**config.mk**
```make
export PLATFORM = sky130hd
export DESIGN_NAME = ppse_front
export DESIGN_NICKNAME = d
export VERILOG_FILES = /design/src/rtl/ppse_pkg.sv /design/src/rtl/ppse_front.sv
export SDC_FILE = /design/constraint.sdc
export NUM_CORES = 1
export LEC_CHECK = 0
export ABC_AREA = 1
export BUFFER_PORTS_ARGS = -buffer_cell sky130_fd_sc_hd__buf_4
export CAP_MARGIN = 20
export CORE_AREA = 2 2 39 41
export CTS_CLUSTER_DIAMETER = 50
export CTS_CLUSTER_SIZE = 14
export DETAILED_ROUTE_END_ITERATION = 12
export DIE_AREA = 0 0 41 43
export PLACE_DENSITY = 0.66
export REMOVE_ABC_BUFFERS = 1
export SYNTH_ARGS = -nofsm -noshare
export SYNTH_HDL_FRONTEND = slang
export SYNTH_SLANG_ARGS = --single-unit
export TNS_END_PERCENT = 1
```
**constraint.sdc**
```tcl
create_clock -name clock -period 1.6 [get_ports clock]
set_input_delay 0.08 -clock clock [delete_from_list [all_inputs] [get_ports clock]]
set_output_delay 0.08 -clock clock [all_outputs]
set_load 0.01 [all_outputs]
```
**src/rtl/ppse_pkg.sv**
```systemverilog
// Shared types, codes and constants of the PCM to PWM sample engine.
package ppse_pkg;

   localparam int FIFO_DEPTH = 8192;
   localparam int PTR_W      = $clog2(FIFO_DEPTH);
   localparam int LEVEL_W    = 13;

   localparam logic [2:0] OP_TICK   = 3'd0;
   localparam logic [2:0] OP_PUSH   = 3'd1;
   localparam logic [2:0] OP_FINISH = 3'd2;
   localparam logic [2:0] OP_START  = 3'd3;
   localparam logic [2:0] OP_STOP   = 3'd4;
   localparam logic [2:0] OP_NONE   = 3'd5;

   localparam logic [1:0] MODE_OFF    = 2'd0;
   localparam logic [1:0] MODE_STREAM = 2'd1;
   localparam logic [1:0] MODE_TONE   = 2'd2;

   localparam logic [2:0] REG_ENABLE = 3'd0;
   localparam logic [2:0] REG_MODE   = 3'd1;
   localparam logic [2:0] REG_VOLUME = 3'd2;
   localparam logic [2:0] REG_GAIN   = 3'd3;
   localparam logic [2:0] REG_PERIOD = 3'd4;
   localparam logic [2:0] REG_STEP   = 3'd5;

   localparam logic [10:0] GAIN_MAX   = 11'd1024;
   localparam logic [7:0]  MID_LEVEL  = 8'd128;
   localparam logic [7:0]  FULL_LEVEL = 8'd255;
   // floor(2**25 / 255): a quotient estimate that is exact or one short.
   localparam logic [17:0] RECIP_255  = 18'd131586;
   localparam int          RECIP_SH   = 25;

   typedef struct packed {
      logic [2:0] op;
      logic [7:0] sample;
      logic       last;
   } cmd_type;

   typedef struct packed {
      logic        enable;
      logic [1:0]  mode;
      logic [7:0]  volume;
      logic [10:0] gain;
      logic [16:0] period;
      logic [31:0] step;
   } cfg_type;

   typedef struct packed {
      logic              compare_write;
      logic [15:0]       compare_value;
      logic              underrun;
      logic              drained;
      logic              push_accepted;
      logic [LEVEL_W-1:0] fifo_level;
      logic              armed;
   } rsp_type;

endpackage

```
**src/rtl/ppse_front.sv**
```systemverilog
// Input side: takes request transfers and classifies them into commands.
module ppse_front import ppse_pkg::*; (
   input  logic       clock,
   input  logic       reset,
   input  logic       req_tvalid,
   output logic       req_tready,
   input  logic [7:0] req_tdata,
   input  logic [2:0] req_tuser,
   input  logic       req_tlast,
   output logic       cmd_valid,
   input  logic       cmd_ready,
   output cmd_type    cmd_data
);

   logic    hold_valid_ff, hold_valid_in;
   cmd_type hold_ff, hold_in;
   cmd_type decoded;

   always_comb begin
      decoded.sample = req_tdata;
      decoded.last   = 1'b0;
      case (req_tuser)
         OP_TICK:   decoded.op = OP_TICK;
         OP_PUSH: begin
            decoded.op   = OP_PUSH;
            decoded.last = req_tlast;
         end
         OP_FINISH: decoded.op = OP_FINISH;
         OP_START:  decoded.op = OP_START;
         OP_STOP:   decoded.op = OP_STOP;
         default:   decoded.op = OP_NONE;
      endcase
   end

   assign req_tready = !hold_valid_ff || cmd_ready;
   assign cmd_valid  = hold_valid_ff;
   assign cmd_data   = hold_ff;

   always_comb begin
      hold_valid_in = hold_valid_ff;
      hold_in       = hold_ff;
      if (cmd_ready) begin
         hold_valid_in = 1'b0;
      end
      if (req_tvalid && req_tready) begin
         hold_valid_in = 1'b1;
         hold_in       = decoded;
      end
   end

   always_ff @(posedge clock) begin
      if (reset) begin
         hold_valid_ff <= 1'b0;
      end else begin
         hold_valid_ff <= hold_valid_in;
      end
      hold_ff <= hold_in;
   end

endmodule

```
==> impl_metrics.json, run 1 <==
{
  "finalWorstSetupSlack_ns": 0.6180,
  "post-place-ws_ns": 0.6207,
  "synth_seq_cells": 13,
  "yosysSeqAreaShare_pct": 86.36,
  "synthAdderAreaFrac_pct": 0,
  "worst_path_max_delay_cell": "dfxtp_1",
  "antenna_found_initial": 0,
  "synth_top_family_by_area": "simple AND/OR/NAND/NOR gates",
  "coreArea_mm2": 0.001384,
  "finClkSkew_ns": 0.003731,
  "setup-tns-final_ns": 0,
  "layout_common_cells": "buf_4, edfxtp_1, dlygate4sd3_1",
  "cts_root_buf": "clkbuf_4",
  "die_w_um": 41,
  "globalplace.congestion": 0.6539,
  "p_leak_nw": 0.3535,
  "n_fill_cell": 120,
  "synthToLayoutAreaGrowth_pct": 81.25,
  "post-route-period-util_pct": 61.38,
  "wl_per_cell_um": 11.43,
  "drive_above_1_share_pct": 56.06,
  "crit_fanout": 12,
  "path_class": "reg -> reg",
  "place_area_um2": 681.9,
  "synth-xor-area-share_pct": 0,
  "wl_um": 937,
  "antenna_cells": 0,
  "drv_slew": 0,
  "cts_buffers": 3,
  "row_count": 14,
  "postCtsHoldBufs": 7,
  "clk_path_buf_depth": 2,
  "ios": 30,
  "grt_pass1_vias": 353,
  "htreeDepth": 1,
  "cp.required_ns": 1.56,
  "maxCapViolCount": 0,
  "maxSlewHeadroom_pct": 90.29,
  "cts_tree": "built",
  "syn-cell-area_um2": 440.4,
  "drt_iter0_drc": 3,
  "post_cts_buffers": 0,
  "antenna_left": 0,
  "ys_types": 12,
  "fin_nets": 83,
  "via_per_inst": 4.122,
  "grt_max_degree": 13,
  "post_cts_resized": 0,
  "synthMuxAreaShare_pct": 0,
  "ys.warnings.count": 0,
  "finalSetupViolations": 0,
  "clk_latency_ns": 0.26,
  "clk_pin_slew_ns": 0.07,
  "status": "finished, final reports clean",
  "grt-ovfl-total": 0,
  "synth_compound_area_share_pct": 4.830,
  "ir_drop_mv": 0.4940,
  "worst_pin_slew_ns": 0.1457,
  "synth-simple-area-share_pct": 5.398,
  "dp_cells": 69,
  "drc": 0,
  "rsz0062_at_grt": "false",
  "cp_data_arrival_time_ns": 0.95,
  "p_per_area_mw_per_mm2": 869.5,
  "hpwl_um": 736.5,
  "holdCritPathClass": "in -> reg",
  "layout_commonest_cell": "buf_4",
  "fin_area_um2": 798.3,
  "grt_use_total_pct": 11.53,
  "cts_num_sinks": 13,
  "slowest_delay_ns": 0.33,
  "die_height_um": 43,
  "fin_crit_ns": 0.9820,
  "cp-start-kind": "flip-flop",
  "critPathCaptureType": "flip-flop",
  "layout.cells.non_filler": 82,
  "syn_area_per_cell_um2": 18.35,
  "dieArea_mm2": 0.001763,
  "crit_chain": "a21oi_1, buf_4",
  "dr.pass1.iters": 2,
  "synth_cells": 24,
  "via_count": 338,
  "total_power_mw": 0.6941,
  "fmax_mhz": 1018,
  "io_buffer_count": 29,
  "start_util_pct": 31.83,
  "hold_viol": 0,
  "grt_pass1_wl_um": 1304
}
[routing by layer]
metal / part of all wire [%] / up-vias / global-route usage [%]
met1: 40 / 144 / 11.89
met4: 0 / 0 / 6.000
li1: - / 169 / -
met2: 48 / 25 / 19.69
met3: 12 / 0 / 3.141
met5: 0 / - / 0
[layout make-up]
type                       instances  area [um^2]  area share (%)
multi-input combinational          7        45.04           5.643
inverter                           3        11.26           1.411
clock buffer                       4        26.28           3.292
sequential                        13        380.4           47.65
timing repair buffer              39        315.3           39.50
tap                               16        20.02           2.508
[worst max-delay path, delay by kind of cell (launching register included)]
family / cells / cell delay, ns
buffers and inverters: 1 / 0.21
AO/OA/AOI/OAI: 1 / 0.15
flip-flops: 1 / 0.33
[power breakdown]
group,switching [mW],leakage [nW],internal [mW]
logic,0.0410,0.214,0.0671
clock network,0.0885,0.0150,0.0961
registers,0.00692,0.125,0.394
total,0.136,0.354,0.558
[kinds of logic after synthesis]
logic type / after synthesis
simple gates: 4
flops: 13
compound gates: 3
buf+inv: 4
[stage by stage]
stage / util, % / hold WS (ns)
2_1_floorplan: - / 0.1424
3_5_place_dp: 49.28 / 0.2392
3_3_place_gp: 49.28 / 0.2385
4_1_cts: 56.24 / 0.0004237
6_report: 57.69 / 0.02554
5_1_grt: 57.69 / 0.01486
[cell usage after synthesis]
| master | n | share of area (%) |
|---|---|---|
| a21o_1 | 1 | 1.7 |
| a21oi_1 | 1 | 1.1 |
| a21oi_2 | 1 | 2.0 |
| clkbuf_1 | 1 | 0.85 |
| dfxtp_1 | 1 | 4.5 |
| edfxtp_1 | 12 | 82 |
| inv_1 | 2 | 1.7 |
| inv_2 | 1 | 0.85 |
| nand2_1 | 1 | 0.85 |
| nand2_2 | 1 | 1.4 |
| nor2_1 | 1 | 0.85 |
| nor3_2 | 1 | 2.3 |
[sequential cells by signal, indices dropped and copies added, names as in the netlist]
signal and count:
cmd_valid 1, cmd_data 12
[worst paths after layout]
kind / start / endpoint / slack, ns / cells after the start
worst max register to register: cmd_valid$_SDFFE_PP0P_ / cmd_data[4]$_DFFE_PP_ / 0.62 / 2
worst min register to register: cmd_valid$_SDFFE_PP0P_ / cmd_valid$_SDFFE_PP0P_ / 0.50 / 2
worst max-delay path: cmd_valid$_SDFFE_PP0P_ / cmd_data[4]$_DFFE_PP_ / 0.62 / 2
worst min-delay path: req_tuser[2] / cmd_data[11]$_DFFE_PP_ / 0.03 / 1
(Power assumes the default switching activity.)
==> run 2, diff against run 1 <==
--- a/config.mk
+++ b/config.mk
@@ -13,7 +13,7 @@
 export CTS_CLUSTER_SIZE = 14
 export DETAILED_ROUTE_END_ITERATION = 12
 export DIE_AREA = 0 0 41 43
-export PLACE_DENSITY = 0.66
+export PLACE_DENSITY = 0.69
 export REMOVE_ABC_BUFFERS = 1
 export SYNTH_ARGS = -nofsm -noshare
 export SYNTH_HDL_FRONTEND = slang
==> constraint.sdc (replaced) <==
create_clock -name clock -period 0.9 [get_ports clock]
set_input_delay 0.045 -clock clock [delete_from_list [all_inputs] [get_ports clock]]
set_output_delay 0.045 -clock clock [all_outputs]
set_load 0.01 [all_outputs]
==> run 2 against run 1 <==
Against the previous run:
- the flow now finishes with violations (negative setup slack)
- non-clock buffer count increased by 5
- utilization increased by 5.2 points
- first-iteration DRC count down 100%
- largest power group unchanged
- register-to-register slack got worse by 0.63 ns
- setup slack got worse by 0.66 ns
- clock skew rose by 0.0031 ns
==> impl_metrics.json, run 2 (synthesized netlist as in run 1, its figures left out) <==
{
  "cts_tree": "built",
  "total_power_mw": 1.280,
  "grt_max_degree": 8,
  "cts_num_sinks": 13,
  "highest_layer": "met4",
  "via_per_inst": 4.299,
  "hold_slack_ns": 0.03268,
  "holdCritPathClass": "in -> reg",
  "met3_length_um": 116,
  "p_per_area_mw_per_mm2": 1470,
  "reg2reg_from": "cmd_valid$_SDFFE_PP0P_",
  "whs_endpoint": "cmd_data[9]$_DFFE_PP_",
  "start_util_pct": 31.83,
  "drc": 0,
  "place_area_um2": 689.4,
  "cp_data_arrival_time_ns": 0.89,
  "grt_use_total_pct": 13.48,
  "dr.pass1.iters": 1,
  "hold_viol": 0,
  "violations": "negative setup slack",
  "fin_area_um2": 870.8,
  "grt-ovfl-total": 0,
  "antenna_found_initial": 0,
  "clk_path_buf_depth": 2,
  "finClkSkew_ns": 0.006797,
  "wl_per_cell_um": 11.46,
  "antenna_left": 0,
  "rsz0062_at_grt": "true",
  "io_buffer_count": 29,
  "globalplace.congestion": 0.5895,
  "utilization_pct": 62.93,
  "cp.required_ns": 0.85,
  "clk_pin_slew_ns": 0.07,
  "clk_latency_ns": 0.27,
  "p_leak_nw": 0.3896,
  "drive_above_1_share_pct": 60.56,
  "synthToLayoutAreaGrowth_pct": 97.73,
  "die_w_um": 41,
  "layout_commonest_cell": "buf_4",
  "met1_length_um": 357,
  "cts_buffers": 3,
  "dp_cells": 70,
  "post-route-period-util_pct": 104.2,
  "post-place-ws_ns": -0.05212,
  "finalWorstSetupSlack_ns": -0.03800,
  "path_class": "reg -> out",
  "drv_slew": 0,
  "fin_crit_ns": 0.9380,
  "status": "finished with violations",
  "drt_iter0_drc": 0,
  "layout_common_cells": "buf_4, edfxtp_1, dlygate4sd3_1",
  "reg2reg_depth": 5,
  "cp-start-kind": "flip-flop",
  "maxSlewHeadroom_pct": 90.71,
  "critPathCaptureType": "output port",
  "layout.cells.non_filler": 87,
  "htreeDepth": 1,
  "wl_um": 997,
  "dieArea_mm2": 0.001763,
  "cts_root_buf": "clkbuf_4",
  "fin_nets": 88,
  "via_count": 374,
  "crit_fanout": 2,
  "ir_drop_mv": 0.8920,
  "maxCapViolCount": 0,
  "largest_register_ffs": 12,
  "rrSetupSlack_ns": -0.01,
  "coreArea_mm2": 0.001384,
  "die_height_um": 43,
  "antenna_cells": 0,
  "finalSetupViolations": 15,
  "wl_met2_um": 504,
  "ios": 30,
  "critPathLaunch": "cmd_valid$_SDFFE_PP0P_",
  "grt_pass1_vias": 365,
  "worst_r2r_endpoint": "cmd_valid$_SDFFE_PP0P_",
  "setup-tns-final_ns": -0.09851,
  "grt_pass1_wl_um": 1435,
  "fmax_mhz": 1066,
  "worst_pin_slew_ns": 0.1390,
  "row_count": 14,
  "hold_start": "req_tuser[0]",
  "holdPathStages": 2
}
## run 2: worst max-delay path by stage
stage / depth (start not counted) / end
2_1_floorplan: 1 / cmd_data[0]$_SDFFCE_PN0P_
3_3_place_gp: 2 / cmd_data[1]$_DFFE_PP_
3_5_place_dp: 2 / cmd_data[1]$_DFFE_PP_
4_1_cts: 3 / req_tready
5_1_grt: 3 / req_tready
6_report: 3 / req_tready
## run 2: repair_timing
action | CTS | global route
pin swaps | 2 | 0
hold endpoints to repair | 10 | 0
cloned | 1 | 0
setup buffers | 1 | 1
resized for setup | 10 | 0
endpoints found under the setup margin | 14 | 14
hold buffers | 10 | 0
## run 2: area by class of cell
| type | instances | area (um^2) |
|---|---|---|
| fillers | 121 | 513.0 |
| flip-flops and latches | 13 | 381.6 |
| repair buffers | 44 | 370.4 |
| multi-input cells | 7 | 61.31 |
| clock buffers | 4 | 26.28 |
| well taps | 16 | 20.02 |
| inverters | 3 | 11.26 |
## run 2: report_power, final
group | internal, mW | switching [mW] | total [mW]
Sequential | 0.702 | 0.0124 | 0.714
Combinational | 0.143 | 0.0831 | 0.226
Clock | 0.172 | 0.167 | 0.339
## run 2: critical path, stage by stage, from the launching register on
cell and delay, ns:
dfxtp_2 0.36, buf_6 0.11, nand2_4 0.04, buf_6 0.11
## run 2: layer usage
metal	track usage (%)	up-vias
met5	0	-
met4	8.000	0
met3	6.806	2
met2	21.88	28
met1	12.54	165
li1	-	179
