==> config.mk <==
export PLATFORM = sky130hd
export DESIGN_NAME = ppse_cmdq
export DESIGN_NICKNAME = d
export VERILOG_FILES = /design/src/rtl/ppse_pkg.sv /design/src/rtl/ppse_cmdq.sv
export SDC_FILE = /design/constraint.sdc
export NUM_CORES = 1
export LEC_CHECK = 0
export BUFFER_PORTS_ARGS = -buffer_cell sky130_fd_sc_hd__buf_2
export CAP_MARGIN = 30
export CORE_ASPECT_RATIO = 1.2
export CORE_MARGIN = 10
export CORE_UTILIZATION = 40
export DETAILED_ROUTE_END_ITERATION = 6
export SETUP_SLACK_MARGIN = 0.1
export SYNTH_ARGS = -nofsm -noshare
export SYNTH_HDL_FRONTEND = slang
export SYNTH_SLANG_ARGS = --single-unit
==> constraint.sdc <==
create_clock -name clock -period 1.7 [get_ports clock]
set_input_delay 0.34 -clock clock [delete_from_list [all_inputs] [get_ports clock]]
set_output_delay 0.34 -clock clock [all_outputs]
set_load 0.005 [all_outputs]
==> src/rtl/ppse_pkg.sv <==
// Shared types, codes and constants of the PCM to PWM sample engine.
package ppse_pkg;

   localparam int FIFO_DEPTH = 8192;
   localparam int PTR_W      = $clog2(FIFO_DEPTH);
   localparam int LEVEL_W    = 13;

   localparam logic [2:0] OP_TICK   = 3'd0;
   localparam logic [2:0] OP_PUSH   = 3'd1;
   localparam logic [2:0] OP_FINISH = 3'd2;
   localparam logic [2:0] OP_START  = 3'd3;
   localparam logic [2:0] OP_STOP   = 3'd4;
   localparam logic [2:0] OP_NONE   = 3'd5;

   localparam logic [1:0] MODE_OFF    = 2'd0;
   localparam logic [1:0] MODE_STREAM = 2'd1;
   localparam logic [1:0] MODE_TONE   = 2'd2;

   localparam logic [2:0] REG_ENABLE = 3'd0;
   localparam logic [2:0] REG_MODE   = 3'd1;
   localparam logic [2:0] REG_VOLUME = 3'd2;
   localparam logic [2:0] REG_GAIN   = 3'd3;
   localparam logic [2:0] REG_PERIOD = 3'd4;
   localparam logic [2:0] REG_STEP   = 3'd5;

   localparam logic [10:0] GAIN_MAX   = 11'd1024;
   localparam logic [7:0]  MID_LEVEL  = 8'd128;
   localparam logic [7:0]  FULL_LEVEL = 8'd255;
   // floor(2**25 / 255): a quotient estimate that is exact or one short.
   localparam logic [17:0] RECIP_255  = 18'd131586;
   localparam int          RECIP_SH   = 25;

   typedef struct packed {
      logic [2:0] op;
      logic [7:0] sample;
      logic       last;
   } cmd_type;

   typedef struct packed {
      logic        enable;
      logic [1:0]  mode;
      logic [7:0]  volume;
      logic [10:0] gain;
      logic [16:0] period;
      logic [31:0] step;
   } cfg_type;

   typedef struct packed {
      logic              compare_write;
      logic [15:0]       compare_value;
      logic              underrun;
      logic              drained;
      logic              push_accepted;
      logic [LEVEL_W-1:0] fifo_level;
      logic              armed;
   } rsp_type;

endpackage

==> src/rtl/ppse_cmdq.sv <==
// Two-entry command queue between the front and the back.
module ppse_cmdq import ppse_pkg::*; (
   input  logic    clock,
   input  logic    reset,
   input  logic    in_valid,
   output logic    in_ready,
   input  cmd_type in_data,
   output logic    out_valid,
   input  logic    out_pop,
   output cmd_type out_data
);

   cmd_type    slot_ff [2];
   logic       wr_ff, wr_in;
   logic       rd_ff, rd_in;
   logic [1:0] count_ff, count_in;
   logic       do_push, do_pop;

   assign in_ready  = count_ff != 2'd2;
   assign out_valid = count_ff != 2'd0;
   assign out_data  = slot_ff[rd_ff];
   assign do_push   = in_valid && in_ready;
   assign do_pop    = out_pop && out_valid;

   always_comb begin
      wr_in    = do_push ? !wr_ff : wr_ff;
      rd_in    = do_pop ? !rd_ff : rd_ff;
      count_in = count_ff + {1'b0, do_push} - {1'b0, do_pop};
   end

   always_ff @(posedge clock) begin
      if (reset) begin
         wr_ff    <= 1'b0;
         rd_ff    <= 1'b0;
         count_ff <= 2'd0;
      end else begin
         wr_ff    <= wr_in;
         rd_ff    <= rd_in;
         count_ff <= count_in;
      end
      if (do_push) begin
         slot_ff[wr_ff] <= in_data;
      end
   end

endmodule

==> results.json, run 1 <==
{
  "yosysMostFrequentCell": "edfxtp_1",
  "final_cell_area_sq_mm": 0.00158,
  "ys.flop_type": "edfxtp_1",
  "core_sq_mm": 0.00260,
  "die_area_sq_mm": 0.00533,
  "h-tree-depth": 2,
  "crit_top_cell": "buf_6",
  "numClockSinks": 29,
  "drive_gt1_frac": 0.556,
  "cp_max_fo": 4,
  "seq_area_frac_synth": 0.732,
  "rsz0062_at_grt": "yes",
  "drt-initial-drc-count": 16,
  "nets": 124,
  "placed_cell_area_sq_mm": 0.00134,
  "ioPinCount": 30,
  "syn-cell-area_sq_mm": 0.00112,
  "worst_slew_pin_slew_ns": 0.471,
  "clk_pin_slew_ns": 0.08,
  "gp_congestion": 0.690,
  "slowest_stage": "dfxtp_4",
  "die_w_microns": 68.3,
  "drc": 0,
  "rows": 20,
  "ys_async_sr_fraction": 0,
  "holdCritStartpoint": "in_data[11]",
  "finalHoldWorstSlack_ns": 0.194,
  "slowest_delay_ns": 0.37,
  "netlist_top_cells_count": "24 x edfxtp_1, 10 x mux2_1, 5 x dfxtp_1, 4 x nor2_1",
  "worstSetupPathType": "register to primary output",
  "maxCapViolations": 0,
  "antenna_found_initial": 0,
  "n_fill_cell": 220,
  "portBuffers": 29,
  "vdd_ir_drop_max_v": 0.000828,
  "syn_nets": 83,
  "wl_microns": 2220,
  "synth.top_cell.area_share": 0.643,
  "vias": 685,
  "synth_edf_count": 24,
  "wl_per_cell_microns": 15.7,
  "synth_cell_types": 24,
  "cp-end-kind": "primary output",
  "critPathTopFamily": "flip-flops",
  "cp_data_required_time_ns": 1.36,
  "setup_violations": 0,
  "hpwl_microns": 1650,
  "cts_buffers": 5,
  "overflow": 0,
  "yosysWarnings": 0,
  "cts_root_buf": "clkbuf_4",
  "ys_ff_latch": 29,
  "worstPathCellList": "buf_6 -> mux2_4 -> buf_6",
  "vias_per_cell": 4.86,
  "path_buf_inv": 2,
  "ant_nets": 0,
  "clk_latency_ns": 0.33,
  "synthCells": 66,
  "grt_max_degree": 13,
  "finalHoldViolCount": 0,
  "syn_avg_cell_area_sq_um": 17.0,
  "synth_top_area_cell": "edfxtp_1",
  "setup_slack_ns": 0.107,
  "worst_slew_margin_rel": 0.682,
  "min_period_over_period": 0.937,
  "skew_ns": 0.00530,
  "powerDensity_mw_per_mm2": 1330,
  "status": "completed",
  "pre_cts_slack_ns": 0.0709,
  "grt_pass1_wl_microns": 3610,
  "die_h_microns": 78.0,
  "cts_tree": "built",
  "arrival_ns": 1.25,
  "antenna_cells": 0,
  "grt_pass1_vias": 740,
  "cts_buffer_depth": 2,
  "min_period_ns": 1.59,
  "worst_hold_path_type": "input port to register",
  "start_kind": "register",
  "timing.final.max_slew_violations": 0,
  "p_leak_nw": 0.647,
  "netlist_top_cells_area": "edfxtp_1 64%, mux2_1 10%, dfxtp_1 8.9%",
  "fin_setup_tns_ns": 0,
  "fmax_mhz": 628,
  "start_util": 0.431,
  "rr_startpoint": "count_ff[1]",
  "grt_usage": 0.0948,
  "area_growth_syn_to_layout_pct": 40.7,
  "first_pass_iters": 4
}
## final cells by class
class / count / area [sq um] / area share
clock buffers: 7 / 55.1 / 0.0349
flip-flops and latches: 29 / 826 / 0.523
multi-input cells: 35 / 345 / 0.219
well taps: 33 / 41.3 / 0.0262
repair buffers: 35 / 277 / 0.175
clock inverters: 1 / 30.0 / 0.0190
inverters: 1 / 3.75 / 0.00238
## path summary, 6_finish.rpt
path | to | slack, ns | cells past startpoint
setup reg to reg | count_ff[1] | 0.21 | 6
setup / recovery | out_data[5] | 0.11 | 3
hold / removal | slot_ff[0][11] | 0.19 | 1
hold reg to reg | rd_ff | 0.52 | 2
## power breakdown
part,internal (W),switching (W)
sequential,0.000871,0.0000493
clock,0.000351,0.000231
combinational,0.000378,0.000215
## layout by cell type, fill, tap and decap left out, types with 2 or more instances in the layout
| master | count |
|---|---|
| edfxtp_1 | 24 |
| mux2_4 | 12 |
| nor2_1 | 4 |
| buf_6 | 15 |
| clkbuf_4 | 5 |
| dfxtp_1 | 3 |
| and3_1 | 2 |
| buf_2 | 17 |
| buf_4 | 3 |
## cell families (layout without fill, tap and decap cells)
| family | Yosys count | after routing | synth area share |
|---|---|---|---|
| buf+inv | 2 | 44 | 0.00781 |
| simple gates | 15 | 15 | 0.0815 |
| flops | 29 | 29 | 0.732 |
| xor+xnor | 1 | 1 | 0.00781 |
| fa+ha+maj | 1 | 1 | 0.0112 |
| mux | 12 | 12 | 0.121 |
| compound gates | 6 | 6 | 0.0391 |
## worst reg2reg max path, stage by stage, from the launching register on
cell,delay (ns)
dfxtp_2,0.38
nor2b_2,0.22
o21ba_1,0.16
nor2_1,0.04
ha_1,0.20
nor4_2,0.32
nor3_2,0.07
## sequential cells by signal (all words and copies together) (netlist names), named ones only
name and count:
wr_ff 1, count_ff 2, rd_ff 1, slot_ff 24
## metal layers
layer,global-route usage,up-vias,share of wire
met5,0,-,0
met4,0.0786,0,0.037
met3,0.0445,8,0.084
met2,0.147,20,0.53
met1,0.0912,323,0.35
li1,-,334,-
## what timing repair did
action,4_1_cts,5_1_grt
endpoints found under the setup margin,13,13
pin swaps,0,0
setup buffers,1,0
gates resized for setup,28,4
hold buffers,0,0
## per-stage QoR
step | cells | util | power [W]
5_1_grt | 141 | 0.606 | 0.00222
4_1_cts | 141 | 0.599 | 0.00210
3_3_place_gp | 132 | 0.515 | 0.00132
2_1_floorplan | 66 | - | 0.00114
6_report | 141 | 0.606 | 0.00210
3_5_place_dp | 132 | 0.515 | 0.00133
(Power assumes the default switching activity.)
==> inputs of run 2 (changes only) <==
Settings changed: CORE_UTILIZATION 40 to 50, PLACE_DENSITY set to 0.76.
==> results.json, run 2 (synthesis gave the netlist of run 1 again) <==
{
  "worst_hold_path_type": "input port to register",
  "ff_latch_area_sq_um": 823,
  "clk_pin_slew_ns": 0.08,
  "antenna_cells": 0,
  "worstSetupPathType": "register to primary output",
  "reg_top3": "slot_ff: 24 flops, count_ff: 2 flops",
  "die_h_microns": 71.9,
  "cp-end-kind": "primary output",
  "p_leak_nw": 0.598,
  "post_cts_buffers": 0,
  "die_w_microns": 63.2,
  "cts_root_buf": "clkbuf_4",
  "core_sq_mm": 0.00209,
  "antenna_found_initial": 0,
  "die_area_sq_mm": 0.00454,
  "portBuffers": 29,
  "clk_latency_ns": 0.31,
  "wl_per_cell_microns": 15.9,
  "n_fill_cell": 153,
  "worst_slew_pin_slew_ns": 0.439,
  "total_power_w": 0.00187,
  "grt_pass1_vias": 735,
  "powerDensity_mw_per_mm2": 1250,
  "skew_ns": 0.00882,
  "cp_data_required_time_ns": 1.36,
  "path_buf_inv": 2,
  "ant_nets": 0,
  "grt_max_degree": 13,
  "area_growth_syn_to_layout_pct": 33.3,
  "worstPathCellList": "buf_6 -> mux2_1 -> buf_2",
  "overflow": 0,
  "largest_reg_flops": 24,
  "drive_gt1_frac": 0.543,
  "critPathTopFamily": "flip-flops",
  "nets": 121,
  "worst_slew_margin_rel": 0.703,
  "layout_common_cells": "24 x edfxtp_1, 20 x buf_2, 11 x buf_6",
  "min_period_over_period": 0.935,
  "h-tree-depth": 2,
  "largest_register": "slot_ff",
  "gp_congestion": 0.691,
  "multiInputGateArea_sq_um": 334,
  "first_pass_iters": 4,
  "drc": 0,
  "fin_util": 0.713,
  "grt_pass1_wl_microns": 3420,
  "arrival_ns": 1.25,
  "finalHoldWorstSlack_ns": 0.208,
  "cts_buffers": 5,
  "status": "completed",
  "rows": 18,
  "slowest_stage": "dfxtp_2",
  "min_period_ns": 1.59,
  "cts_tree": "built",
  "fmax_mhz": 629,
  "cp_max_fo": 6,
  "setup_violations": 0,
  "maxCapViolations": 0,
  "start_util": 0.535,
  "drt-initial-drc-count": 26,
  "rsz0062_at_grt": "yes",
  "finalHoldViolCount": 0,
  "numClockSinks": 29,
  "cts_buffer_depth": 2,
  "wl_microns": 2140,
  "dp_cells": 126,
  "mostFrequentLayoutCell": "edfxtp_1",
  "final_cells": 135,
  "vdd_ir_drop_max_v": 0.000973,
  "slowest_delay_ns": 0.35,
  "grt_usage": 0.0995,
  "start_kind": "register",
  "timing.final.max_slew_violations": 0,
  "vias": 679,
  "vias_per_cell": 5.03,
  "fin_setup_tns_ns": 0,
  "ioPinCount": 30
}
-- run 2: cell types whose count changed in the layout (fill, tap and decap cells not counted), sizes merged --
cell and change:
clkbuf -1, clkinv +2, buf -3, bufinv -1, clkinvlp +1, inv -1
-- run 2: layout make-up --
class                           count  area share
Clock buffer                        6      0.0343
Timing Repair Buffer               32       0.155
Clock inverter                      2     0.00586
Tap cell                           30      0.0251
Multi-Input combinational cell     35       0.224
Sequential cell                    29       0.551
Inverter                            1     0.00503
-- run 2: repair_timing --
item | 4_1_cts | 5_1_grt
hold buffers | 0 | 0
setup endpoints to repair | 13 | 20
gates cloned | 1 | 0
resized for setup | 9 | 17
-- run 2: stage by stage --
step                      setup WS, ns  cell area (sq um)
final                            0.110               1490
after global routing            0.0432               1490
after CTS                       0.0845               1410
after detailed placement        0.0623               1310
after global placement           0.177               1310
after floorplan                  0.251               1120
-- run 2: path summary, 6_finish.rpt --
check                    from             to  slack, ns  depth (start not counted)
setup / recovery     register    out_data[2]       0.11                          3
hold reg to reg         rd_ff       register       0.52                          2
hold / removal     in_data[7]  slot_ff[1][7]       0.21                          1
setup reg to reg  count_ff[1]    count_ff[1]       0.21                          6
-- run 2: layer usage --
| layer | wire (microns) | GRT usage | part of all wire | up-vias |
|---|---|---|---|---|
| met1 | 720 | 0.0826 | 0.34 | 329 |
| met5 | 0 | 0 | 0 | - |
| met4 | 41 | 0.0511 | 0.019 | 0 |
| met3 | 132 | 0.0560 | 0.062 | 4 |
| li1 | - | - | - | 326 |
| met2 | 1250 | 0.184 | 0.58 | 20 |
-- run 2: power breakdown --
group	switching (W)	total (W)	internal, W	leakage, nW
Combinational	0.000216	0.000544	0.000327	0.296
Sequential	0.0000451	0.000914	0.000869	0.267
Clock	0.000214	0.000409	0.000194	0.0357
Total	0.000476	0.00187	0.00139	0.598
==> inputs of run 3 (changes only) <==
Settings changed: CELL_PAD_IN_SITES_DETAIL_PLACEMENT set to 1, CELL_PAD_IN_SITES_GLOBAL_PLACEMENT set to 1, CORE_UTILIZATION 50 to 41, PLACE_DENSITY 0.76 to unset, PLACE_DENSITY_LB_ADDON set to 0.1.
==> results.json, run 3 (synthesis gave the netlist of run 1 again) <==
{
  "status": "completed",
  "pre_cts_slack_ns": 0.0220,
  "rsz0062_at_grt": "yes",
  "fmax_mhz": 624,
  "antenna_cells": 0,
  "vias_per_cell": 4.85,
  "p_leak_nw": 0.633,
  "n_fill_cell": 252,
  "mostFrequentLayoutCell": "edfxtp_1",
  "start_kind": "register",
  "clk_pin_slew_ns": 0.08,
  "fin_setup_tns_ns": 0,
  "drc": 0,
  "overflow": 0,
  "final_cell_area_sq_mm": 0.00155,
  "grt_pass1_wl_microns": 3570,
  "largest_register": "slot_ff",
  "rows": 20,
  "die_area_sq_mm": 0.00523,
  "min_period_ns": 1.60,
  "drive_gt1_frac": 0.557,
  "cp-end-kind": "primary output",
  "ioPinCount": 30,
  "cts_tree": "built",
  "clk_latency_ns": 0.31,
  "wl_microns": 2250,
  "arrival_ns": 1.26,
  "setup_violations": 0,
  "cts_buffer_depth": 2,
  "cp_max_fo": 6,
  "reg_top3": "slot_ff: 24 flops, count_ff: 2 flops",
  "area_growth_syn_to_layout_pct": 37.9,
  "post_cts_buffers": 0,
  "grt_max_degree": 13,
  "min_period_over_period": 0.943,
  "rr_startpoint": "count_ff[1]",
  "cts_root_buf": "clkbuf_4",
  "setup_slack_ns": 0.0971,
  "gp_congestion": 0.663,
  "maxCapViolations": 0,
  "hold_buffers": 0,
  "cp_data_required_time_ns": 1.36,
  "grt_usage": 0.0924,
  "layout_common_cells": "24 x edfxtp_1, 17 x buf_2, 14 x buf_6",
  "die_w_microns": 67.7,
  "first_pass_iters": 2,
  "worst_hold_path_type": "input port to register",
  "vias": 674,
  "die_h_microns": 77.3,
  "worstSetupPathType": "register to primary output",
  "h-tree-depth": 2,
  "vdd_ir_drop_max_v": 0.000716,
  "worst_slew_pin_slew_ns": 0.438,
  "placed_cell_area_sq_mm": 0.00133,
  "core_sq_mm": 0.00258,
  "nets": 122,
  "wl_per_cell_microns": 16.2,
  "skew_ns": 0.00599,
  "numClockSinks": 29,
  "powerDensity_mw_per_mm2": 1260,
  "finalHoldViolCount": 0,
  "drt-initial-drc-count": 8,
  "cts_buffers": 5,
  "holdCritStartpoint": "in_data[11]",
  "total_power_w": 0.00194,
  "grt_pass1_vias": 760,
  "ant_nets": 0,
  "largest_reg_flops": 24,
  "portBuffers": 29,
  "start_util": 0.435,
  "timing.final.max_slew_violations": 0,
  "antenna_found_initial": 0,
  "worst_slew_margin_rel": 0.704
}
-- run 3: changes by cell type in the layout (fill, tap and decap cells not counted) --
cell	change
buf_6	+3
mux2_1	-1
nor2b_4	+1
clkinv_1	-1
inv_1	+1
mux2_2	-2
buf_4	+1
clkinvlp_4	-1
clkbuf_8	+1
buf_2	-3
mux2_4	+3
nor2b_2	-1
-- run 3: final cells by class --
cell class,instances,area [sq um],share of cell area
repair buffers,33,258,0.167
clock inverters,1,5.00,0.00324
flip-flops and latches,29,823,0.532
multi-input cells,35,350,0.227
well taps,33,41.3,0.0267
clock buffers,7,65.1,0.0421
inverters,1,3.75,0.00243
-- run 3: through the flow --
| step | cells | hold WS, ns | utilization |
|---|---|---|---|
| finish | 139 | 0.216 | 0.600 |
| floorplan | 66 | 0.409 | - |
| global route | 139 | 0.193 | 0.600 |
| global placement | 130 | 0.491 | 0.514 |
| CTS | 139 | 0.200 | 0.578 |
| detailed placement | 130 | 0.500 | 0.514 |
-- run 3: path summary, 6_finish.rpt --
path	endpoint	slack, ns	cells past startpoint
max	out_data[1]	0.1	3
max reg2reg	count_ff[1]	0.22	6
min	slot_ff[0][11]	0.22	1
min reg2reg	rd_ff	0.51	2
-- run 3: report_power, final --
group          switching, W  internal, W  total, W  leakage [nW]
combinational      0.000214     0.000364  0.000578         0.325
clock              0.000207     0.000239  0.000446        0.0413
sequential        0.0000515     0.000869  0.000920         0.267
-- run 3: repair_timing --
item	CTS	global route
gates cloned	1	0
endpoints found under the setup margin	13	13
resized for setup	21	11
-- run 3: worst max-delay path, stage by stage, from the launching register on --
cell	delay (ns)
dfxtp_2	0.37
buf_6	0.15
mux2_4	0.31
buf_6	0.12
-- run 3: metal layers --
layer  GRT usage  wire length [microns]
met5           0                      0
met4      0.0494                     32
met3      0.0407                    160
met2       0.168                   1290
met1      0.0792                    767
